===== src/hdl/bsl_pkg.sv =====
// shared types and constants for the sorted leaderboard
package bsl_pkg;

    localparam int CAPACITY = 64;
    localparam int IDX_W    = $clog2(CAPACITY);
    localparam int CNT_W    = $clog2(CAPACITY + 1);
    localparam int ID_W     = 64;
    localparam int KEY_W    = 64;

    localparam logic [1:0] FUNC_UPDATE = 2'd0;
    localparam logic [1:0] FUNC_RANK   = 2'd1;
    localparam logic [1:0] FUNC_READ   = 2'd2;
    localparam logic [1:0] FUNC_CLEAR  = 2'd3;

    localparam logic [2:0] ST_INSERTED  = 3'd0;
    localparam logic [2:0] ST_UPDATED   = 3'd1;
    localparam logic [2:0] ST_UNCHANGED = 3'd2;
    localparam logic [2:0] ST_REJECTED  = 3'd3;
    localparam logic [2:0] ST_FOUND     = 3'd4;
    localparam logic [2:0] ST_NOTFOUND  = 3'd5;

    // per-cell shift command applied in the execute state
    typedef enum logic [1:0] {
        SH_HOLD  = 2'd0,
        SH_LEFT  = 2'd1,
        SH_RIGHT = 2'd2,
        SH_LOAD  = 2'd3
    } shift_t;

    typedef struct packed {
        logic             valid;
        logic             id_hit;
        logic             key_ge;
        logic             key_gt;
        logic             key_eq;
    } cell_flags_t;

endpackage


===== src/hdl/bsl_cell.sv =====
// one leaderboard slot: holds an entry, compares it and shifts with its neighbors
module bsl_cell (
    input  logic                          aclk,
    input  logic                          aresetn,
    input  logic                          clear,
    input  logic [bsl_pkg::ID_W-1:0]      cmp_id,
    input  logic [bsl_pkg::KEY_W-1:0]     cmp_key,
    input  bsl_pkg::shift_t               shift,
    input  logic                          load_valid,
    input  logic [bsl_pkg::ID_W-1:0]      load_id,
    input  logic [bsl_pkg::KEY_W-1:0]     load_key,
    input  logic                          left_valid,
    input  logic [bsl_pkg::ID_W-1:0]      left_id,
    input  logic [bsl_pkg::KEY_W-1:0]     left_key,
    input  logic                          right_valid,
    input  logic [bsl_pkg::ID_W-1:0]      right_id,
    input  logic [bsl_pkg::KEY_W-1:0]     right_key,
    output logic                          valid,
    output logic [bsl_pkg::ID_W-1:0]      id,
    output logic [bsl_pkg::KEY_W-1:0]     key,
    output bsl_pkg::cell_flags_t          flags
);

    logic                      valid_reg, valid_next;
    logic [bsl_pkg::ID_W-1:0]  id_reg, id_next;
    logic [bsl_pkg::KEY_W-1:0] key_reg, key_next;

    always_comb begin
        valid_next = valid_reg;
        id_next    = id_reg;
        key_next   = key_reg;
        case (shift)
            bsl_pkg::SH_LEFT: begin
                valid_next = left_valid;
                id_next    = left_id;
                key_next   = left_key;
            end
            bsl_pkg::SH_RIGHT: begin
                valid_next = right_valid;
                id_next    = right_id;
                key_next   = right_key;
            end
            bsl_pkg::SH_LOAD: begin
                valid_next = load_valid;
                id_next    = load_id;
                key_next   = load_key;
            end
            default: ;
        endcase
        if (clear) begin
            valid_next = 1'b0;
        end
    end

    always_ff @(posedge aclk) begin
        if (!aresetn) begin
            valid_reg <= 1'b0;
        end else begin
            valid_reg <= valid_next;
        end
        id_reg  <= id_next;
        key_reg <= key_next;
    end

    assign valid        = valid_reg;
    assign id           = id_reg;
    assign key          = key_reg;
    assign flags.valid  = valid_reg;
    assign flags.id_hit = valid_reg && (id_reg == cmp_id);
    assign flags.key_ge = valid_reg && (key_reg >= cmp_key);
    assign flags.key_gt = valid_reg && (key_reg > cmp_key);
    assign flags.key_eq = valid_reg && (key_reg == cmp_key);

endmodule


===== config.mk =====
export PLATFORM = sky130hd
export DESIGN_NAME = bsl_cell
export DESIGN_NICKNAME = d
export VERILOG_FILES = /design/src/hdl/bsl_pkg.sv /design/src/hdl/bsl_cell.sv
export SDC_FILE = /design/constraint.sdc
export NUM_CORES = 1
export LEC_CHECK = 0
export BUFFER_PORTS_ARGS = -buffer_cell sky130_fd_sc_hd__buf_2
export CAP_MARGIN = 10
export CORE_AREA = 2 2 258 260
export DETAILED_ROUTE_END_ITERATION = 7
export DIE_AREA = 0 0 260 262
export HOLD_SLACK_MARGIN = 0.02
export SLEW_MARGIN = 20
export SYNTH_ARGS = -nofsm -noshare
export SYNTH_HDL_FRONTEND = slang
export SYNTH_SLANG_ARGS = --single-unit

===== constraint.sdc =====
create_clock -name aclk -period 3.6 [get_ports aclk]
set_input_delay 0.54 -clock aclk [delete_from_list [all_inputs] [get_ports aclk]]
set_output_delay 0.54 -clock aclk [all_outputs]
set_load 0.01 [all_outputs]

==> run summary, run 1 <==
static leakage: 6.81 nW
Max Freq: 304 MHz
Top-Level Pins: 654
clock root cell: clkbuf_16
WL met3: 3330 microns
GR Overflow Total: 0
initial antenna violation count: 11
WL met2: 20,800 microns
Max Cap Viol: 0
core area: 65,300 sq um
vias in the first global route: 8,926
crit-path max FO: 3
FFs w/ async S/R, synth: 0
final hold slack: 0.340 ns
Mapped Area: 8940 sq um
vias: 9,238
Post-synth EDFFs: 128
Max Root-Sink Buffers: 2
Tot GR Track Use: 0.117
final worst path period share: 0.915
Worst EP arrival: 2.75 ns
Routed Antenna Nets: 0
Die Span X: 260 microns
Design Area, Final: 14,000 sq um
unrepaired setup endpoints after global routing: false
register area share after synthesis: 0.432
post-route minimum period: 3.29 ns
Routed wire per std cell: 17.2 microns
placed cell area: 13,400 sq um
fill cell count: 7,219
Worst Setup End Kind: output pin
Initial Util: 0.137
WS Path Type: flop to output pin
DIE AREA: 68,100 sq um
clock sinks: 129
fin. max-slew vios: 0
IO Port Bufs: 653
area of the multi-input gates: 4570 sq um
Pwr Total: 5.26 mW
actual slew at the worst max-slew pin: 0.768 ns
final setup fails: 0
drt via density: 3.80
CTS tree: done
first drt pass iteration count: 4
RD Place Congestion: 0.899
final number of hold-violating endpoints: 0
Final nets: 2,134
HPWL Detailed: 35,800 microns
# rows: 94
Routed WL: 41,900 microns
Die H: 262 microns
Fin Clk Skew: 0 ns
initial drt markers: 352
layout cells sized above 1: 0.462
Yosys cell types: 48
Final Util: 0.214
drt drc: 0
setup TNS: 0 ns
Area Overhead vs Synth: 56.4%
Clk pin slew, worst setup/hold paths: 0.07 ns
synthesized net count: 1,484
DRT met1 WL: 15,900 microns
Synth Instances: 900
PwrDens: 376 nW/um^2
worst hold path type: primary input to flop
syn_area_per_cell: 9.93 sq um
Yosys reg bits: 129
Critical Path Source Type: flop
first-pass GRT wire length: 55,900 microns
Clk Latency, worst-skew pair: 0.46 ns
Max VDD drop: 0.317 mV
depth of the CTS H-tree: 4
pin count of the biggest net entering global routing: 88
Sequential Area: 3860 sq um
Crit path required time: 3.06 ns
uppermost layer routed: met5
outcome: finished clean
Worst slew margin: 0.488
Num CTS Buffers: 17
postcts setup bufs: 0
Yosys warnings: 0
top_reg_cell synth: edfxtp_1
[stage by stage]
stage	worst slack (ns)	instances
global route	0.0355	2430
global placement	0.296	2395
CTS	0.145	2427
detailed placement	0.313	2395
floorplan	0.309	900
finish	0.306	2431
[worst paths after layout]
| path | startpoint | to | slack (ns) | cells past startpoint |
|---|---|---|---|---|
| hold reg to reg | valid | valid | 1.19 | 3 |
| setup / recovery | key[55] | flags[2] | 0.31 | 9 |
| hold / removal | aresetn | valid | 0.34 | 2 |
| setup reg to reg | valid | valid | 2.22 | 3 |
[logic make-up after synthesis]
kind of cell | Yosys count | synth area share
DFF | 129 | 0.432
AOI/OAI and AO/OA | 200 | 0.126
xor gates and xnor gates | 43 | 0.0421
adders and majority gates | 64 | 0.0896
buffers and inverters | 132 | 0.0577
and+or+nand+nor | 203 | 0.106
muxes | 129 | 0.146
[Yosys cell counts (2+ instances only)]
library cell    n  area [sq um]
a211oi_1        3          22.5
a21o_1          5          37.5
a21oi_1       154           771
a221o_1         2          20.0
a221oi_1        4          35.0
a22o_1          3          26.3
and4_1          4          35.0
buf_1           5          18.8
buf_2          13          65.1
clkbuf_1       26          97.6
edfxtp_1      128          3840
ha_1           64           801
inv_1          87           327
mux2i_1       128          1280
nand2_1        13          48.8
nand3_1        11          55.1
nand4_1        18           113
nand4_2         4          50.1
nor2_1        133           499
nor2b_1         2          12.5
nor3_1          5          25.0
nor4_1          5          31.3
nor4_2          2          25.0
o21ai_0         5          25.0
o21ai_1         3          15.0
o22ai_1         7          43.8
o2bb2ai_1       4          35.0
xnor2_1        37           324
xor2_1          6          52.6
[layout by cell type (no fill, tap or decap), types with 3 or more instances in the layout]
cell	Yosys	final
nor4_1	5	4
buf_2	13	651
edfxtp_1	128	128
xnor2_1	37	37
o21ai_0	5	5
o21ai_1	3	3
a21o_1	5	5
nand3_1	11	11
buf_12	0	5
clkinv_4	0	3
o22ai_1	7	7
mux2i_1	128	128
bufinv_16	0	3
buf_4	1	18
a211oi_1	3	3
nor2_1	133	133
o2bb2ai_1	4	4
xor2_1	6	6
nor4_2	2	3
ha_1	64	64
nand4_1	18	18
a221oi_1	4	4
nand2_1	13	13
inv_6	0	4
clkbuf_16	0	17
a22o_1	3	3
a21oi_1	154	154
nor3_1	5	5
diode_2	0	4
nand4_2	4	4
and4_1	4	4
inv_1	87	87
[worst max-delay path: stages, from the launching register on]
cell      delay, ns
edfxtp_1       0.42
ha_1           0.34
a21oi_1        0.14
o21ai_0        0.10
a221oi_1       0.40
o21ai_0        0.20
buf_4          0.19
a211oi_2       0.22
a31oi_1        0.11
buf_2          0.17
[layout make-up]
| type | instances | area share |
|---|---|---|
| inverter | 87 | 0.0234 |
| sequential | 129 | 0.277 |
| antenna | 4 | 0.000716 |
| clock inverter | 15 | 0.0129 |
| timing repair buffer | 676 | 0.252 |
| tap | 864 | 0.0774 |
| clock buffer | 17 | 0.0304 |
| multi-input combinational | 639 | 0.327 |
[per-layer routing]
layer / vias to the layer above / GRT usage
li1: 4568 / -
met1: 4149 / 0.127
met2: 447 / 0.205
met3: 68 / 0.0346
met4: 6 / 0.0669
met5: - / 0
[timing repair]
| action | CTS | global route |
|---|---|---|
| hold buffers | 0 | 0 |
| setup endpoints to repair | 1 | 0 |
| resized for setup | 1 | 0 |
[report_power, final]
group / switching, mW / internal (mW)
Sequential: 0.149 / 1.87
Combinational: 0.733 / 0.647
Clock: 0.766 / 1.09
Total: 1.65 / 3.61
(Power assumes the default switching activity.)
==> run 2: changes to the inputs <==
clock period = 3.1 ns   (was 3.6 ns; I/O delays follow)
==> run 2 against run 1 <==
Effect of this change: the flow now finishes with violations (setup timing); final area rose by 3.0%; sequential share of layout area fell by 0.81 points; critical path depth fell by 1; wire length rose by 4.3%; register-to-register slack got worse by 0.46 ns; critical path type unchanged.
==> run summary, run 2 (synthesis gave the netlist of run 1 again) <==
drt via density: 3.85 (+1.3%)
final setup fails: 2 (+2)
Worst Setup End Kind: output pin
Largest delay share family, worst path: compound AO/OA/AOI/OAI gates
Final nets: 2,155 (+0.98%)
Worst slew margin: 0.417 (-0.0708)
Clock Power Share: 0.332 (-0.022)
failing checks: setup timing
crit-path cells: ha_1 -> a21oi_1 -> o21ai_1 -> a221o_1 -> o31a_2 -> a211oi_4 -> a31oi_1 -> buf_2
Clk Latency, worst-skew pair: 0.46 ns (about the same)
Routed wire per std cell: 17.8 microns (+3.5%)
Cells after DPL: 2,402 (+0.29%)
initial drt markers: 458 (+30%)
first-pass GRT wire length: 58,800 microns (+5.2%)
IO Port Bufs: 653 (unchanged)
Internal Power: 4.07 mW (+13%)
vias in the first global route: 9,388 (+5.2%)
RD Place Congestion: 0.875 (-2.7%)
Max Freq: 321 MHz
Routed Antenna Nets: 0 (unchanged)
CTS tree: done
static leakage: 6.94 nW (+1.8%)
# rows: 94 (unchanged)
outcome: finished, violations left
cts hold-fix bufs: 0 (unchanged)
unrepaired setup endpoints after global routing: true
crit-path max FO: 2 (-1)
Routed WL: 43,600 microns (+4.3%)
DIE AREA: 68,100 sq um (unchanged)
Max Root-Sink Buffers: 2 (unchanged)
Die H: 262 microns (unchanged)
Max Cap Viol: 0 (unchanged)
most frequent cells in the layout: buf_2 (650), a21oi_1 (154), nor2_1 (132), mux2i_1 (128), edfxtp_1 (128)
WS Path Type: flop to output pin
Fin Clk Skew: 0 ns (unchanged)
GR Overflow Total: 0 (unchanged)
Reg power frac: 0.384 (about the same)
switching power total: 2.08 mW (+26%)
commonest non-fill, non-tap cell in the layout: buf_2
final number of hold-violating endpoints: 0 (unchanged)
first drt pass iteration count: 4 (unchanged)
fin. max-slew vios: 0 (unchanged)
post-route setup slack: -0.0117 ns (-0.317 ns)
Tot GR Track Use: 0.122 (+0.00508)
pin count of the biggest net entering global routing: 64 (-27%)
setup TNS: -0.0178 ns (-0.0178 ns)
Comb power frac: 0.284 (+0.021)
actual slew at the worst max-slew pin: 0.850 ns (+0.0819 ns)
area of the multi-input gates: 4870 sq um (+6.6%)
post-route minimum period: 3.11 ns
vias: 9,429 (+2.1%)
Worst EP arrival: 2.65 ns (-0.10 ns)
depth of the CTS H-tree: 4 (unchanged)
drt drc: 0 (unchanged)
Die Span X: 260 microns (unchanged)
PwrDens: 427 nW/um^2 (+13%)
fill cell count: 7,241 (+0.30%)
Sw Ratio: 0.338 (+0.0249)
Sequential Area: 3860 sq um (unchanged)
HPWL Detailed: 37,000 microns (+3.5%)
Area Overhead vs Synth: 61.1%
Max VDD drop: 0.358 mV (+13%)
clock sinks: 129 (unchanged)
worst hold path type: primary input to flop
Non-Filler Instances: 2,450 (+0.78%)
Final Util: 0.221 (+0.00648)
Critical Path Source Type: flop
final worst path period share: 1.00
initial antenna violation count: 5 (-6)
Buf/Inv on CP: 1 (-1)
Clk pin slew, worst setup/hold paths: 0.06 ns (about the same)
Max stage delay on crit path: 0.40 ns (-0.02 ns)
Num CTS Buffers: 17 (unchanged)
Top-Level Pins: 654 (unchanged)
Crit path required time: 2.63 ns (-0.43 ns)
Initial Util: 0.137 (unchanged)
core area: 65,300 sq um (unchanged)
layout cells sized above 1: 0.487 (+0.0248)
clock root cell: clkbuf_16
slowest stage cell, crit path: edfxtp_1
==> run 2: cell types whose count changed in the layout (fill, tap and decap cells not counted), moves of 2 or more <==
cell and change:
ha_4 +16, nand4_4 +3, buf_4 +21, ha_1 -16
clkinv_4 -2, xnor2_1 -3, inv_8 +6, xnor2_2 +3
nand4_2 -3, diode_2 -2, bufinv_16 -3
==> run 2: cell type report <==
type / count / share of cell area
clock buffer: 17 / 0.0295
tap: 864 / 0.0751
multi-input combinational: 639 / 0.338
inverter: 87 / 0.0229
antenna: 2 / 0.000348
timing repair buffer: 697 / 0.256
sequential: 129 / 0.268
clock inverter: 15 / 0.00973
==> run 2: power by group through the flow <==
stage,Clock [mW],Sequential (mW),Combinational (mW)
after floorplan,0,2.42,0.674
after global placement,0,2.38,1.65
after detailed placement,0,2.39,1.67
after CTS,2.15,2.36,1.72
after global routing,2.20,2.38,1.92
final,2.04,2.36,1.75
==> run 2: per-layer routing <==
metal | wire [microns] | GRT usage | vias to the layer above
met5 | 0 | 0 | -
li1 | - | - | 4612
met2 | 21500 | 0.213 | 477
met3 | 3020 | 0.0291 | 74
met4 | 1990 | 0.0690 | 0
met1 | 17100 | 0.137 | 4266
==> run 2: path summary, 6_finish.rpt <==
path,start,end,slack (ns),cells past startpoint
worst max-delay path,key[33],flags[2],-0.01,8
worst min-delay path,aresetn,valid,0.28,2
worst max register to register,valid,valid,1.76,3
worst min register to register,valid,valid,1.12,3
==> run 2: through the flow <==
| step | setup WS, ns | hold slack [ns] | total power, mW | cell area (sq um) |
|---|---|---|---|---|
| after floorplan | 0.521 | 0.621 | 3.09 | 8940 |
| after global placement | 0.267 | 0.760 | 4.04 | 13400 |
| after detailed placement | 0.220 | 0.763 | 4.05 | 13400 |
| after CTS | -0.0735 | 0.236 | 6.23 | 14200 |
| after global routing | -0.137 | 0.240 | 6.51 | 14400 |
| final | -0.0117 | 0.281 | 6.14 | 14400 |
==> run 2: what timing repair did <==
| item | in CTS | in global routing |
|---|---|---|
| setup endpoints to repair | 4 | 4 |
| pin swaps | 6 | 10 |
| resized for setup | 19 | 18 |
| buffers inserted | 6 | 8 |
